### src/rtl/humidity_sensor_frame_decoder_core_defines.svh
// Assertion macros shared by the frame decoder modules.
`ifndef HUMIDITY_SENSOR_FRAME_DECODER_CORE_DEFINES_SVH
`define HUMIDITY_SENSOR_FRAME_DECODER_CORE_DEFINES_SVH

// Same-cycle implication, sampled on clk and quiet during reset.
`define HSFD_ASSERT_NOW(lbl, ante, cons, msg) \
	lbl: assert property (@(posedge clk) disable iff (!arst_n) (ante) |-> (cons)) \
		else $error(msg);

// Next-cycle implication, sampled on clk and quiet during reset.
`define HSFD_ASSERT_NEXT(lbl, ante, cons, msg) \
	lbl: assert property (@(posedge clk) disable iff (!arst_n) (ante) |=> (cons)) \
		else $error(msg);

`endif

### src/rtl/hsfd_pkg.sv
// Shared types, constants and the CRC-8 step function of the frame decoder.
package hsfd_pkg;

	// CRC-8 with polynomial 0x31, MSB first, seeded with 0xFF.
	localparam logic [7:0] CrcInit = 8'hFF;
	localparam logic [7:0] CrcPoly = 8'h31;

	// Conversion scale factors and the temperature offset, in 0.01 units.
	localparam int unsigned TempScale  = 17500;
	localparam int unsigned HumScale   = 10000;
	localparam int unsigned TempOffset = 4500;

	// Default depth of the queue between the front and the back.
	localparam int unsigned FrameQueueDepth = 4;

	// Outcome of the two word checks of a frame.
	typedef enum logic [1:0] {
		STATUS_OK       = 2'd0,
		STATUS_TEMP_ERR = 2'd1,
		STATUS_HUM_ERR  = 2'd2
	} frame_status_t;

	// One completed frame as handed from the front to the back.
	typedef struct packed {
		logic [15:0]   temp_word;
		logic [15:0]   hum_word;
		frame_status_t status;
	} frame_rec_t;

	// Runs one byte through the CRC register, eight shifts MSB first.
	function automatic logic [7:0] crc8_byte(input logic [7:0] acc, input logic [7:0] data);
		logic [7:0] c;
		c = acc ^ data;
		for (int k = 0; k < 8; k++) begin
			if (c[7]) begin
				c = {c[6:0], 1'b0} ^ CrcPoly;
			end else begin
				c = {c[6:0], 1'b0};
			end
		end
		return c;
	endfunction

endpackage

### src/rtl/hsfd_front.sv
// Front part: takes frame bytes, runs the word checks and emits completed frames.
`include "humidity_sensor_frame_decoder_core_defines.svh"

module hsfd_front
	import hsfd_pkg::*;
(
	input  logic       clk,
	input  logic       arst_n,
	input  logic       accept,
	input  logic [7:0] rx_byte,
	input  logic       frame_start,
	output logic       rec_push,
	output frame_rec_t rec
);

	// Byte positions within one frame.
	localparam logic [2:0] POS_T_MSB = 3'd0;
	localparam logic [2:0] POS_T_LSB = 3'd1;
	localparam logic [2:0] POS_T_CRC = 3'd2;
	localparam logic [2:0] POS_H_MSB = 3'd3;
	localparam logic [2:0] POS_H_LSB = 3'd4;
	localparam logic [2:0] POS_H_CRC = 3'd5;

	logic [2:0]  pos_q;
	logic [7:0]  crc_q;
	logic        temp_ok_q;
	logic [15:0] held_temp_q;
	logic [15:0] held_hum_q;

	logic        restart;
	logic [2:0]  pos_eff;
	logic [7:0]  crc_cur;
	logic [7:0]  crc_next;

	// A frame start, or a position out of range, restarts the frame at the first byte.
	always_comb begin
		restart  = frame_start || (pos_q > POS_H_CRC);
		pos_eff  = restart ? POS_T_MSB : pos_q;
		crc_cur  = restart ? CrcInit : crc_q;
		crc_next = crc8_byte(crc_cur, rx_byte);
	end

	// The last byte of a frame completes a record for the back.
	always_comb begin
		rec_push      = accept && (pos_eff == POS_H_CRC);
		rec.temp_word = held_temp_q;
		rec.hum_word  = held_hum_q;
		priority if (!temp_ok_q) begin
			rec.status = STATUS_TEMP_ERR;
		end else if (crc_cur != rx_byte) begin
			rec.status = STATUS_HUM_ERR;
		end else begin
			rec.status = STATUS_OK;
		end
	end

	// Position and check state.
	always_ff @(posedge clk or negedge arst_n) begin
		if (!arst_n) begin
			pos_q     <= POS_T_MSB;
			crc_q     <= CrcInit;
			temp_ok_q <= 1'b0;
		end else if (accept) begin
			unique case (pos_eff)
				POS_T_MSB, POS_T_LSB, POS_H_MSB, POS_H_LSB: begin
					crc_q <= crc_next;
					pos_q <= pos_eff + 3'd1;
				end
				POS_T_CRC: begin
					temp_ok_q <= (crc_cur == rx_byte);
					crc_q     <= CrcInit;
					pos_q     <= POS_H_MSB;
				end
				default: begin
					crc_q <= CrcInit;
					pos_q <= POS_T_MSB;
				end
			endcase
		end
	end

	// Word assembly.
	always_ff @(posedge clk) begin
		if (accept) begin
			unique case (pos_eff)
				POS_T_MSB: held_temp_q[15:8] <= rx_byte;
				POS_T_LSB: held_temp_q[7:0]  <= rx_byte;
				POS_H_MSB: held_hum_q[15:8]  <= rx_byte;
				POS_H_LSB: held_hum_q[7:0]   <= rx_byte;
				default: begin
				end
			endcase
		end
	end

	`HSFD_ASSERT_NOW(a_pos_range, 1'b1, pos_q <= POS_H_CRC, "frame byte position out of range")

endmodule

### src/rtl/hsfd_queue.sv
// Short queue of completed frame records between the front and the back.
`include "humidity_sensor_frame_decoder_core_defines.svh"

module hsfd_queue
	import hsfd_pkg::*;
#(
	parameter int unsigned DEPTH = FrameQueueDepth
) (
	input  logic       clk,
	input  logic       arst_n,
	input  logic       push,
	input  frame_rec_t wr_data,
	output logic       full,
	input  logic       pop,
	output frame_rec_t rd_data,
	output logic       empty
);

	localparam int unsigned PtrW = (DEPTH > 1) ? $clog2(DEPTH) : 1;
	localparam int unsigned CntW = $clog2(DEPTH + 1);
	localparam logic [PtrW-1:0] PtrLast = PtrW'(DEPTH - 1);

	frame_rec_t          entries_q [DEPTH];
	logic [PtrW-1:0]     wr_ptr_q;
	logic [PtrW-1:0]     rd_ptr_q;
	logic [CntW-1:0]     count_q;
	logic                do_push;
	logic                do_pop;

	// Status flags and the oldest entry.
	always_comb begin
		full    = (count_q == CntW'(DEPTH));
		empty   = (count_q == '0);
		do_push = push && !full;
		do_pop  = pop && !empty;
		rd_data = entries_q[rd_ptr_q];
	end

	// Pointers and fill count.
	always_ff @(posedge clk or negedge arst_n) begin
		if (!arst_n) begin
			wr_ptr_q <= '0;
			rd_ptr_q <= '0;
			count_q  <= '0;
		end else begin
			if (do_push) begin
				wr_ptr_q <= (wr_ptr_q == PtrLast) ? '0 : wr_ptr_q + 1'b1;
			end
			if (do_pop) begin
				rd_ptr_q <= (rd_ptr_q == PtrLast) ? '0 : rd_ptr_q + 1'b1;
			end
			if (do_push && !do_pop) begin
				count_q <= count_q + 1'b1;
			end else if (do_pop && !do_push) begin
				count_q <= count_q - 1'b1;
			end
		end
	end

	// Entry storage.
	always_ff @(posedge clk) begin
		if (do_push) begin
			entries_q[wr_ptr_q] <= wr_data;
		end
	end

	`HSFD_ASSERT_NOW(a_no_overflow, push, !full, "frame record pushed into a full queue")
	`HSFD_ASSERT_NOW(a_count_bound, 1'b1, count_q <= CntW'(DEPTH), "queue count above depth")

endmodule

### src/rtl/hsfd_back.sv
// Back part: converts the raw words of a frame and holds the result for the reader.
`include "humidity_sensor_frame_decoder_core_defines.svh"

module hsfd_back
	import hsfd_pkg::*;
(
	input  logic               clk,
	input  logic               arst_n,
	input  frame_rec_t         in_rec,
	input  logic               in_empty,
	output logic               in_pop,
	output logic               out_empty,
	input  logic               out_pop,
	output logic signed [14:0] temp_centi,
	output logic [13:0]        hum_centi,
	output logic [15:0]        temp_word,
	output logic [15:0]        hum_word,
	output logic [1:0]         frame_status
);

	localparam logic [30:0] TempScale31  = 31'(TempScale);
	localparam logic [30:0] HumScale31   = 31'(HumScale);
	localparam logic signed [15:0] TempOffset16 = 16'(TempOffset);

	// floor(p / 65535) for p below 2^31 and a quotient below 2^15:
	// p >> 16 is at most one short, and the remainder stays below twice 65535.
	function automatic logic [14:0] div65535(input logic [30:0] p);
		logic [14:0] q0;
		logic [16:0] rem;
		q0  = p[30:16];
		rem = {1'b0, p[15:0]} + {2'b00, q0};
		return (rem >= 17'd65535) ? q0 + 15'd1 : q0;
	endfunction

	logic               v_s1;
	frame_rec_t         rec_s1;
	logic [30:0]        temp_prod_s1;
	logic [30:0]        hum_prod_s1;

	logic               v_s2;
	logic signed [14:0] temp_centi_s2;
	logic [13:0]        hum_centi_s2;
	logic [15:0]        temp_word_s2;
	logic [15:0]        hum_word_s2;
	frame_status_t      status_s2;

	logic               adv_s2;
	logic               adv_s1;
	logic [14:0]        temp_quo;
	logic [14:0]        hum_quo;
	logic signed [15:0] temp_diff;

	// Stage advance: each stage moves when the one after it is free or being drained.
	always_comb begin
		adv_s2 = !v_s2 || out_pop;
		adv_s1 = !v_s1 || adv_s2;
		in_pop = adv_s1 && !in_empty;
	end

	// Division by 65535 and offset of the temperature.
	always_comb begin
		temp_quo  = div65535(temp_prod_s1);
		hum_quo   = div65535(hum_prod_s1);
		temp_diff = $signed({1'b0, temp_quo}) - TempOffset16;
	end

	// Valid bits of both stages.
	always_ff @(posedge clk or negedge arst_n) begin
		if (!arst_n) begin
			v_s1 <= 1'b0;
			v_s2 <= 1'b0;
		end else begin
			if (adv_s1) begin
				v_s1 <= !in_empty;
			end
			if (adv_s2) begin
				v_s2 <= v_s1;
			end
		end
	end

	// Stage 1: scale the raw words.
	always_ff @(posedge clk) begin
		if (in_pop) begin
			rec_s1       <= in_rec;
			temp_prod_s1 <= {15'd0, in_rec.temp_word} * TempScale31;
			hum_prod_s1  <= {15'd0, in_rec.hum_word} * HumScale31;
		end
	end

	// Stage 2: finished result, zeroed on a check error.
	always_ff @(posedge clk) begin
		if (adv_s2 && v_s1) begin
			temp_word_s2 <= rec_s1.temp_word;
			hum_word_s2  <= rec_s1.hum_word;
			status_s2    <= rec_s1.status;
			if (rec_s1.status == STATUS_OK) begin
				temp_centi_s2 <= temp_diff[14:0];
				hum_centi_s2  <= hum_quo[13:0];
			end else begin
				temp_centi_s2 <= '0;
				hum_centi_s2  <= '0;
			end
		end
	end

	assign out_empty    = !v_s2;
	assign temp_centi   = temp_centi_s2;
	assign hum_centi    = hum_centi_s2;
	assign temp_word    = temp_word_s2;
	assign hum_word     = hum_word_s2;
	assign frame_status = status_s2;

	`HSFD_ASSERT_NOW(a_err_zero, v_s2 && (status_s2 != STATUS_OK),
		(temp_centi_s2 == '0) && (hum_centi_s2 == '0), "converted fields not zero on error")
	`HSFD_ASSERT_NEXT(a_s1_held, v_s1 && !adv_s2, v_s1, "stage 1 frame lost during stall")

endmodule

### src/rtl/humidity_sensor_frame_decoder_core.sv
// Top level of the sensor frame decoder: front, frame queue and back.
//
//   channel   direction  handshake       payload
//   bytes     in         push / full     rx_byte, frame_start
//   results   out        empty / pop     temp_centi, hum_centi, temp_word, hum_word,
//                                        frame_status
//
// One byte request is taken per cycle while full is low; a frame of six bytes yields one result.
// After its last byte is taken, a result is written into the frame queue, then registered by the
// queue read and the scaling multiply, then by the division by 65535 onto the outputs.
// full rises only while the frame queue holds FRAME_QUEUE_DEPTH records.
// Reset clears the byte position, the check register and all valid state; no sweep.
module humidity_sensor_frame_decoder_core
	import hsfd_pkg::*;
#(
	parameter int unsigned FRAME_QUEUE_DEPTH = FrameQueueDepth
) (
	input  logic               clk,
	input  logic               arst_n,
	input  logic               push,
	output logic               full,
	input  logic [7:0]         rx_byte,
	input  logic               frame_start,
	output logic               empty,
	input  logic               pop,
	output logic signed [14:0] temp_centi,
	output logic [13:0]        hum_centi,
	output logic [15:0]        temp_word,
	output logic [15:0]        hum_word,
	output logic [1:0]         frame_status
);

	logic       accept;
	logic       rec_push;
	frame_rec_t rec_in;
	frame_rec_t rec_out;
	logic       rec_empty;
	logic       rec_pop;
	logic       rec_full;

	// A byte request is taken whenever the queue has room for a finished frame.
	assign full   = rec_full;
	assign accept = push && !rec_full;

	hsfd_front u_front (
		.clk         (clk),
		.arst_n      (arst_n),
		.accept      (accept),
		.rx_byte     (rx_byte),
		.frame_start (frame_start),
		.rec_push    (rec_push),
		.rec         (rec_in)
	);

	hsfd_queue #(
		.DEPTH (FRAME_QUEUE_DEPTH)
	) u_queue (
		.clk     (clk),
		.arst_n  (arst_n),
		.push    (rec_push),
		.wr_data (rec_in),
		.full    (rec_full),
		.pop     (rec_pop),
		.rd_data (rec_out),
		.empty   (rec_empty)
	);

	hsfd_back u_back (
		.clk          (clk),
		.arst_n       (arst_n),
		.in_rec       (rec_out),
		.in_empty     (rec_empty),
		.in_pop       (rec_pop),
		.out_empty    (empty),
		.out_pop      (pop),
		.temp_centi   (temp_centi),
		.hum_centi    (hum_centi),
		.temp_word    (temp_word),
		.hum_word     (hum_word),
		.frame_status (frame_status)
	);

endmodule
### config.mk
export PLATFORM = sky130hd
export DESIGN_NAME = humidity_sensor_frame_decoder_core
export DESIGN_NICKNAME = d
export VERILOG_FILES = /design/src/rtl/hsfd_pkg.sv /design/src/rtl/hsfd_front.sv /design/src/rtl/hsfd_queue.sv /design/src/rtl/hsfd_back.sv /design/src/rtl/humidity_sensor_frame_decoder_core.sv
export VERILOG_INCLUDE_DIRS = /design/src /design/src/rtl
export SDC_FILE = /design/constraint.sdc
export NUM_CORES = 1
export LEC_CHECK = 0
export BUFFER_PORTS_ARGS = -buffer_cell sky130_fd_sc_hd__buf_2
export CAP_MARGIN = 30
export CORE_MARGIN = 3
export CORE_UTILIZATION = 35
export DETAILED_ROUTE_END_ITERATION = 16
export SYNTH_ARGS = -nofsm -noshare
export SYNTH_HDL_FRONTEND = slang
export SYNTH_SLANG_ARGS = --single-unit
### constraint.sdc
create_clock -name clk -period 6.92 [get_ports clk]
set_input_delay 1.038 -clock clk [delete_from_list [all_inputs] [get_ports clk]]
set_output_delay 1.038 -clock clk [all_outputs]
set_load 0.005 [all_outputs]
==> results of run 1 <==
[per-layer routing]
metal / up-vias / part of all wire [%] / routed length [µm]
met5: - / 0 / 0
met4: 0 / 2.3 / 891
met3: 59 / 3.6 / 1430
met2: 193 / 47 / 18500
met1: 5466 / 47 / 18300
li1: 5511 / - / -
[sequential cells by signal (all words and copies together) (netlist names)]
| name | count |
|---|---|
| u_queue.count_q | 3 |
| u_back.frame_status | 2 |
| u_back.temp_word | 16 |
| u_queue.wr_ptr_q | 2 |
| u_back.temp_prod_s1 | 28 |
| u_front.pos_q | 3 |
| u_back.hum_centi | 14 |
| u_queue.rd_ptr_q | 2 |
| u_back.rec_s1 | 34 |
| u_back.v_s1 | 1 |
| u_queue.entries_q | 136 |
| u_back.hum_prod_s1 | 22 |
| u_back.temp_centi | 15 |
| u_front.held_hum_q | 16 |
| u_front.held_temp_q | 16 |
| u_back.v_s2 | 1 |
| u_front.temp_ok_q | 1 |
| u_front.crc_q | 8 |
| u_back.hum_word | 16 |
[path summary, 6_finish.rpt]
path,startpoint,end
max,u_queue.rd_ptr_q[0]$_DFFE_PN0P_,u_back.temp_prod_s1[29]$_DFFE_PP_
min,u_back.rec_s1[23]$_DFFE_PP_,u_back.temp_word[5]$_DFFE_PP_
max reg2reg,u_queue.rd_ptr_q[0]$_DFFE_PN0P_,u_back.temp_prod_s1[29]$_DFFE_PP_
min reg2reg,u_back.rec_s1[23]$_DFFE_PP_,u_back.temp_word[5]$_DFFE_PP_
max in group asynchronous,arst_n,u_queue.rd_ptr_q[0]$_DFFE_PN0P_
min in group asynchronous,arst_n,u_front.temp_ok_q$_DFFE_PN0P_
[logic make-up (layout without fill, tap and decap cells)]
logic type               count (synthesis)  after routing  synth area share [%]
flip-flops                             336            336                  51.2
adder cells (fa/ha/maj)                288            288                  21.6
AND/OR/NAND/NOR                        256            256                  6.51
buffers and inverters                  236            377                  4.58
AO/OA/AOI/OAI                          209            209                  7.33
XOR/XNOR                                99             99                  4.44
multiplexers                            41             41                  4.30
other                                    0              1                     0
[metrics by stage]
step / cell area (µm²) / worst slack (ps)
after floorplan: 19500 / 140
after global placement: 20900 / 596
after detailed placement: 20900 / 462
after CTS: 22100 / 409
after global routing: 22100 / 57.2
final: 22100 / 482
[critical path: stages, from the launching register on]
cell and delay (ps):
dfrtp_2 530, mux4_2 640, ha_1 350, fa_1 460, ha_1 310, ha_1 270
inv_1 50, fa_1 580, inv_1 60, ha_1 280, a21o_1 170, a21oi_1 210
o21ai_0 140, a2111oi_0 680, o31ai_1 240, o21ai_0 260, o21ai_0 170, o31a_1 300
a221oi_1 340, xnor2_1 100
[placed cells by master (no fill, tap or decap), types with 31 or more instances in the layout]
| master | Yosys | routed |
|---|---|---|
| xnor2_1 | 68 | 68 |
| ha_1 | 205 | 205 |
| fa_1 | 83 | 83 |
| xor2_1 | 31 | 31 |
| buf_2 | 0 | 77 |
| nand2_1 | 49 | 49 |
| a21oi_1 | 55 | 54 |
| mux4_2 | 34 | 34 |
| nor2_1 | 85 | 85 |
| edfxtp_1 | 315 | 315 |
| inv_1 | 218 | 218 |
| clkbuf_16 | 0 | 39 |
| o21ai_0 | 35 | 35 |
[final cells by class]
cell class              instances  area share (%)
flip-flops and latches        336            45.2
multi-input cells             893            39.1
clock buffers                  50            4.73
well taps                     739            4.18
inverters                     218            3.70
repair buffers                 91            2.31
clock inverters                18           0.792
diodes                          1          0.0113
==> out/metrics.cfg, run 1 <==
[status]
status=finished, final reports clean

[floorplanning]
start_util_pct=35.9
core_area_um2=54500
die_h_um=242
rows=85
pin_count=78
die_w_um=242
die_area_um2=58600

[logic_synthesis]
synthTopCellsByCount=edfxtp_1, inv_1, ha_1
yosysMostFrequentCell=edfxtp_1
ys_seq_area_share_pct=51.2
syn_area_per_cell_um2=13.3
synth_warnings=0
synth_nets=1766
ys_seq_elements=336
synthTopCellsByArea=edfxtp_1, ha_1, fa_1
netlist.top_cell.by_area=edfxtp_1
synth.distinct_cells=71
synthFlopType=edfxtp_1
synth_edf_count=315
synth_top_area_share_pct=48.5
syn-instance-count=1465
async_flop_share_pct=6.25
syn_area_um2=19500

[timing]
slew_headroom_pct=37.7
tightestPinTransition_ps=935
fmax_ghz=0.155
post-route-min-period_ps=6440
drv_slew=0
fin_skew_ps=26.5
hold_viol=0
setup_violations=0
tns_ps=0
hold_slack_ps=418
rsz0062_at_grt=no
layout_worst_path_cycle_share_pct=93.0

[drt]
drcViolationCount=0
postRouteAntennaNets=0
viasPerCell=4.79
firstDrtPassIters=5
first_iter_violations=568
wirelength_um=39100
drt-wirelength-per-cell_um=16.7
vias=11200

[layout]
seq_area_um2=10000
fillers=5086
stdcell_count=2346
multi_input_area_um2=8650
area_delta_synth_final_pct=13.3
layout-drive-gt1-share_pct=13.1
nets=1880
final_core_util_pct=40.6

[clock_tree]
ctsResizeCount=0
cts-buffers-inserted=39
ctsHoldBuffers=0
clkTransAtPathRegs_ps=60
cts.sinks=336
cts_setup_buffers=0
root_buffer=clkbuf_16
cts_tree=done
clock_latency_ps=560
clk_path_buf_depth=3
htree_levels=2

[global_routing]
met3_usage_pct=2.20
grt.met1_usage_pct=18.5
overflow=0
antenna_found_initial=1
grtUsageMet2_pct=22.6
grt_pass1_wl_um=64000
grt_max_degree=64
top_usage_layer=met2
track_usage_pct=13.6
first_global_vias=11800

[place]
dp_hpwl_um=28600
place_congestion=0.857
portBuffers=77
dp_cells=2277

[worst_setup_path]
path_max_fanout=9
ff2ff_setup_slack_ps=480
worstPathRequired_ps=7210
end_kind=flop
criticalPathCategory=flop to flop
startpoint_type=flop
rr_worst_depth=19
worst-endpoint-arrival_ps=6730

[hold_path]
hold_class=flop to flop
whs_path_depth=0

[flow_run]
max_cap_violations=0

Power of run 1 is not shown: default switching activity piles up to over one toggle a cycle in this logic, so the estimate is an artifact.
==> run 2, diff against run 1 <==
RECOVER_POWER = 100   (was not set)
==> run 2 against run 1 <==
  * The run now ends with max-capacitance violations, max-slew violations left
  * Die area unchanged
  * Worst hold slack about the same
  * Cell count unchanged
  * Clock skew down 1.9 ps
  * Highest routed layer unchanged
==> out/metrics.cfg, run 2 (synthesis gave the netlist of run 1 again) <==
[worst_setup_path]
worstPathRequired_ps=7210  ; about the same
slowest_delay_ps=680  ; about the same
slowest_stage=a2111oi_0  ; unchanged
cpMostUsedCell=ha_1  ; unchanged
crit_chain=clkbuf_1, mux4_2, ha_1, fa_1, ha_1, ha_1, inv_1, fa_1, inv_1, ha_1, a21oi_1, o21ai_0, a2111oi_0, o31ai_1, o21ai_0, o21ai_0, o31a_1, a221oi_1, xnor2_1  ; was mux4_2, ha_1, fa_1, ha_1, ha_1, inv_1, fa_1, inv_1, ha_1, a21o_1, a21oi_1, o21ai_0, a2111oi_0, o31ai_1, o21ai_0, o21ai_0, o31a_1, a221oi_1, xnor2_1
end_kind=flop  ; unchanged
criticalPathCategory=flop to flop  ; unchanged
startpoint_type=flop  ; unchanged
path_max_fanout=11  ; was 9
worst-endpoint-arrival_ps=6730  ; about the same

[timing]
rsz0062_at_grt=no  ; unchanged
tightestPinTransition_ps=4300  ; was 935 ps
layout_worst_path_cycle_share_pct=93.1  ; was 93.0%
fmax_ghz=0.155  ; about the same
slew_headroom_pct=-187  ; was 37.7%
tns_ps=0  ; unchanged
hold_viol=0  ; unchanged
setup_violations=0  ; unchanged
fin_skew_ps=24.6  ; was 26.5 ps
post-route-min-period_ps=6440  ; about the same
drv_slew=266  ; was 0

[clock_tree]
root_buffer=clkbuf_16  ; unchanged
clk_path_buf_depth=3  ; unchanged
ctsHoldBuffers=0  ; unchanged
cts.sinks=336  ; unchanged
clkTransAtPathRegs_ps=60  ; about the same
cts_tree=done  ; unchanged
htree_levels=2  ; unchanged
clock_latency_ps=560  ; about the same
cts-buffers-inserted=39  ; unchanged
ctsResizeCount=0  ; unchanged
cts_setup_buffers=0  ; unchanged

[floorplanning]
die_h_um=242  ; unchanged
rows=85  ; unchanged
core_area_um2=54500  ; unchanged
start_util_pct=35.9  ; unchanged
pin_count=78  ; unchanged
die_area_um2=58600  ; unchanged
die_w_um=242  ; unchanged

[global_routing]
grt_pass1_wl_um=64000  ; unchanged
first_global_vias=11800  ; unchanged
track_usage_pct=13.6  ; unchanged
antenna_found_initial=1  ; unchanged
grt_max_degree=64  ; unchanged
overflow=0  ; unchanged

[layout]
final_common_cell=edfxtp_1  ; unchanged
largest_reg_flops=136  ; unchanged
fillers=5129  ; was 5,086
seq_area_um2=10000  ; unchanged
nets=1880  ; unchanged
multi_input_area_um2=8610  ; was 8650 µm²
largestRegisters=u_queue.entries_q (136), u_back.rec_s1 (34), u_back.temp_prod_s1 (28)  ; unchanged
regMostFlops=u_queue.entries_q  ; unchanged
final_cell_mix=edfxtp_1, inv_1, ha_1, nor2_1, fa_1  ; unchanged
layout-drive-gt1-share_pct=8.72  ; was 13.1%
area_delta_synth_final_pct=12.5  ; was 13.3%

[drt]
wirelength_um=39300  ; was 39,100 µm
firstDrtPassIters=5  ; unchanged
drcViolationCount=0  ; unchanged
drt-wirelength-per-cell_um=16.7  ; about the same
viasPerCell=4.81  ; was 4.79
postRouteAntennaNets=0  ; unchanged
vias=11300  ; was 11.2k
first_iter_violations=567  ; was 568

[flow_run]
max_cap_violations=6  ; was 0

[place]
portBuffers=77  ; unchanged
dp_hpwl_um=28600  ; unchanged
place_congestion=0.857  ; unchanged

[status]
violations=max-capacitance violations, max-slew violations
status=finished, violations left  ; was finished, final reports clean

[hold_path]
hold_class=flop to flop  ; unchanged

## run 2: worst paths after layout
| check | from | endpoint | slack [ps] | cells after the start |
|---|---|---|---|---|
| setup / recovery | u_queue.rd_ptr_q[1]$_DFFE_PN0P_ | u_back.temp_prod_s1[29]$_DFFE_PP_ | 480 | 19 |
| hold / removal | u_back.rec_s1[23]$_DFFE_PP_ | u_back.temp_word[5]$_DFFE_PP_ | 420 | 0 |
| setup reg to reg | u_queue.rd_ptr_q[1]$_DFFE_PN0P_ | u_back.temp_prod_s1[29]$_DFFE_PP_ | 480 | 19 |
| hold reg to reg | u_back.rec_s1[23]$_DFFE_PP_ | u_back.temp_word[5]$_DFFE_PP_ | 420 | 0 |
| max in group asynchronous | arst_n | u_queue.rd_ptr_q[0]$_DFFE_PN0P_ | 5340 | 1 |
| min in group asynchronous | arst_n | u_front.temp_ok_q$_DFFE_PN0P_ | 740 | 1 |
## run 2: layout make-up
class	instances	share of cell area [%]
Antenna cell	1	0.0114
Timing Repair Buffer	91	1.78
Tap cell	739	4.21
Clock inverter	18	0.797
Inverter	218	3.72
Sequential cell	336	45.5
Clock buffer	50	4.77
Multi-Input combinational cell	893	39.2
## run 2: worst max-delay path, delay by kind of cell (launching register included)
family	cells	cell delay, ps
AO/OA/AOI/OAI	8	2330
adder cells (fa/ha/maj)	6	2230
flip-flops	1	630
multiplexers	1	480
buffers and inverters	3	380
XOR/XNOR	1	100
## run 2: per-stage QoR
step                hold WS [ps]  cell area (µm²)  setup WS (ps)  cells  utilization (%)
finish                       418            22000            479   2346             40.3
detailed placement           405            20900            462   2277             38.4
CTS                          420            22100            409   2345             40.6
global placement             404            20900            596   2276             38.3
global route                 428            22000           65.5   2345             40.3
floorplan                    400            19500            140   1465                -
## run 2: routing by layer
metal | GRT usage [%] | vias up | wire [µm]
met3 | 2.20 | 61 | 1440
met4 | 4.10 | 0 | 887
met2 | 22.6 | 209 | 18500
li1 | - | 5511 | -
met5 | 0 | - | 0
met1 | 18.5 | 5499 | 18500
Power of run 2 is left out for the same reason.
==> run 3, diff against run 2 <==
CORE_MARGIN = 5   (was 3)
SLEW_MARGIN = 20   (was not set)
==> run 3 against run 2 <==
  * The flow still finishes with violations (max-capacitance violations, max-slew violations)
  * Via count barely moved
  * Non-clock buffer count fell by 1
  * Die area rose by 3.3%
  * Worst hold slack got worse by 4.4 ps
  * Sequential share of layout area fell by 0.46 points
  * Design area rose by 1.0%
  * Count of clock-buffer cells in the layout fell by 6
  * Fmax rose by 0.93%
  * Worst setup slack improved by 60 ps
  * Critical path depth rose by 1
  * Register-to-register slack improved by 60 ps
  * First-iteration DRC count rose by 17%
==> out/metrics.cfg, run 3 (synthesis gave the netlist of run 1 again) <==
[clock_tree]
cts-buffers-inserted=40  ; was 39
cts.sinks=336  ; unchanged
cts_tree=done  ; unchanged
root_buffer=clkbuf_16  ; unchanged
htree_levels=2  ; unchanged
clkTransAtPathRegs_ps=60  ; about the same
clk_path_buf_depth=3  ; unchanged
clock_latency_ps=570  ; was 560 ps

[worst_setup_path]
rr_worst_depth=20  ; was 19
startpoint_type=flop  ; unchanged
end_kind=flop  ; unchanged
path_max_fanout=19  ; was 11
worstPathRequired_ps=7240  ; was 7210 ps
ff2ff_setup_slack_ps=540  ; was 480 ps
worst-endpoint-arrival_ps=6700  ; was 6730 ps
criticalPathCategory=flop to flop  ; unchanged
r2r_end=u_back.hum_prod_s1[29]$_DFFE_PP_  ; was u_back.temp_prod_s1[29]$_DFFE_PP_
cpMostUsedCell=inv_1  ; was ha_1
timing.rr.start=u_queue.rd_ptr_q[0]$_DFFE_PN0P_  ; was u_queue.rd_ptr_q[1]$_DFFE_PN0P_
slowest_stage=mux4_2  ; was a2111oi_0
slowest_delay_ps=680  ; about the same
crit_chain=buf_4, mux4_2, fa_1, ha_1, inv_1, fa_1, inv_1, ha_1, inv_1, fa_1, inv_1, ha_1, a21oi_1, o21ai_0, a211oi_1, o31ai_1, or4_1, a31o_2, a21oi_1, xnor2_1  ; was clkbuf_1, mux4_2, ha_1, fa_1, ha_1, ha_1, inv_1, fa_1, inv_1, ha_1, a21oi_1, o21ai_0, a2111oi_0, o31ai_1, o21ai_0, o21ai_0, o31a_1, a221oi_1, xnor2_1

[global_routing]
overflow=0  ; unchanged
track_usage_pct=13.3  ; was 13.6%
grt_max_degree=77  ; was 64
antenna_found_initial=0  ; was 1
grt_pass1_wl_um=64300  ; was 64,000 µm
first_global_vias=11800  ; about the same

[timing]
drv_slew=262  ; was 266
slew_headroom_pct=-103  ; was -187%
post-route-min-period_ps=6380  ; was 6440 ps
fin_skew_ps=42.7  ; was 24.6 ps
setup_violations=0  ; unchanged
layout_worst_path_cycle_share_pct=92.2  ; was 93.1%
fmax_ghz=0.157  ; was 0.155 GHz
hold_viol=0  ; unchanged
tightestPinTransition_ps=3040  ; was 4300 ps
rsz0062_at_grt=no  ; unchanged
tns_ps=0  ; unchanged
timing.final.ws_setup_ps=538  ; was 479 ps

[floorplanning]
core_area_um2=55200  ; was 54,500 µm²
start_util_pct=35.4  ; was 35.9%
die_h_um=246  ; was 242 µm
die_area_um2=60600  ; was 58,600 µm²
rows=86  ; was 85
die_w_um=246  ; was 242 µm
pin_count=78  ; unchanged

[hold_path]
hold_class=flop to flop  ; unchanged
hold_start=u_back.rec_s1[32]$_DFFE_PP_  ; was u_back.rec_s1[23]$_DFFE_PP_
min_to=u_back.temp_word[14]$_DFFE_PP_  ; was u_back.temp_word[5]$_DFFE_PP_
whs_path_depth=0  ; unchanged

[layout]
largestRegisters=u_queue.entries_q (136), u_back.rec_s1 (34), u_back.temp_prod_s1 (28)  ; unchanged
largest_reg_flops=136  ; unchanged
regMostFlops=u_queue.entries_q  ; unchanged
final_common_cell=edfxtp_1  ; unchanged
fillers=5142  ; was 5,129
layout-drive-gt1-share_pct=9.56  ; was 8.72%
final_cell_mix=edfxtp_1, inv_1, ha_1, nor2_1, fa_1  ; unchanged
area_delta_synth_final_pct=13.7  ; was 12.5%
nets=1880  ; unchanged
antenna_cells=0  ; was 1

[drt]
drcViolationCount=0  ; unchanged
first_iter_violations=663  ; was 567
firstDrtPassIters=5  ; unchanged
viasPerCell=4.78  ; was 4.81
vias=11300  ; about the same
postRouteAntennaNets=0  ; unchanged
wirelength_um=39400  ; was 39,300 µm
drt-wirelength-per-cell_um=16.7  ; about the same

[place]
portBuffers=77  ; unchanged
post-place-ws_ps=275  ; was 462 ps
dp_hpwl_um=28700  ; was 28,600 µm
place_congestion=0.829  ; was 0.857

[flow_run]
max_cap_violations=7  ; was 6

[status]
violations=max-capacitance violations, max-slew violations  ; unchanged
status=finished, violations left  ; unchanged

run 3: cell types whose count changed in the layout (fill, tap and decap cells not counted), sizes merged:
cell,before,now
buf,25,22
bufinv,1,7
clkbuf,116,112
clkinv,14,15
clkinvlp,1,3
diode,1,0
inv,220,223
run 3: worst max-delay path, delay by kind of cell, from the launching register on:
| family | cells | cell delay (ps) |
|---|---|---|
| fa+ha+maj | 6 | 2390 |
| compound gates | 6 | 1330 |
| mux | 1 | 680 |
| buf+inv | 5 | 610 |
| flops | 1 | 590 |
| simple gates | 1 | 440 |
| xor+xnor | 1 | 80 |
run 3: worst max path at each step:
stage | to | depth (start not counted) | start
3_5_place_dp | u_back.temp_prod_s1[29]$_DFFE_PP_ | 19 | u_queue.rd_ptr_q[0]$_DFFE_PN0P_
6_report | u_back.hum_prod_s1[29]$_DFFE_PP_ | 20 | u_queue.rd_ptr_q[0]$_DFFE_PN0P_
3_3_place_gp | u_back.temp_prod_s1[29]$_DFFE_PP_ | 19 | u_queue.rd_ptr_q[0]$_DFFE_PN0P_
5_1_grt | u_back.temp_prod_s1[29]$_DFFE_PP_ | 19 | u_queue.rd_ptr_q[0]$_DFFE_PN0P_
2_1_floorplan | u_back.temp_prod_s1[29]$_DFFE_PP_ | 21 | u_queue.rd_ptr_q[0]$_DFFE_PN0P_
4_1_cts | u_back.temp_prod_s1[29]$_DFFE_PP_ | 19 | u_queue.rd_ptr_q[0]$_DFFE_PN0P_
run 3: what timing repair did:
| item | 4_1_cts | 5_1_grt |
|---|---|---|
| buffers inserted | 0 | 0 |
| resized for setup | 0 | 2 |
| hold buffers | 0 | 0 |
| setup endpoints to repair | 0 | 2 |
run 3: layout make-up:
| type | instances | area (µm²) | area share [%] |
|---|---|---|---|
| well taps | 748 | 936 | 4.22 |
| clock buffers | 44 | 1040 | 4.67 |
| repair buffers | 90 | 380 | 1.71 |
| inverters | 218 | 818 | 3.69 |
| clock inverters | 30 | 408 | 1.84 |
| flip-flops and latches | 336 | 10000 | 45.0 |
| multi-input cells | 893 | 8620 | 38.8 |
run 3: per-layer routing:
metal | wire length, µm | vias to the layer above | share of wire [%] | GRT usage [%]
met2 | 18900 | 186 | 48 | 22.5
met1 | 18400 | 5520 | 47 | 17.9
met5 | 0 | - | 0 | 0
met4 | 673 | 0 | 1.7 | 3.27
li1 | - | 5519 | - | -
met3 | 1450 | 45 | 3.7 | 2.26
run 3: per-stage QoR:
step,std cells,hold WS [ps],utilization [%],area [µm²]
6_report,2359,414,40.2,22200
2_1_floorplan,1465,400,-,19500
5_1_grt,2359,429,40.2,22200
3_5_place_dp,2283,405,37.8,20900
4_1_cts,2357,415,40.4,22300
3_3_place_gp,2283,407,37.8,20900
Power of run 3 is left out for the same reason.
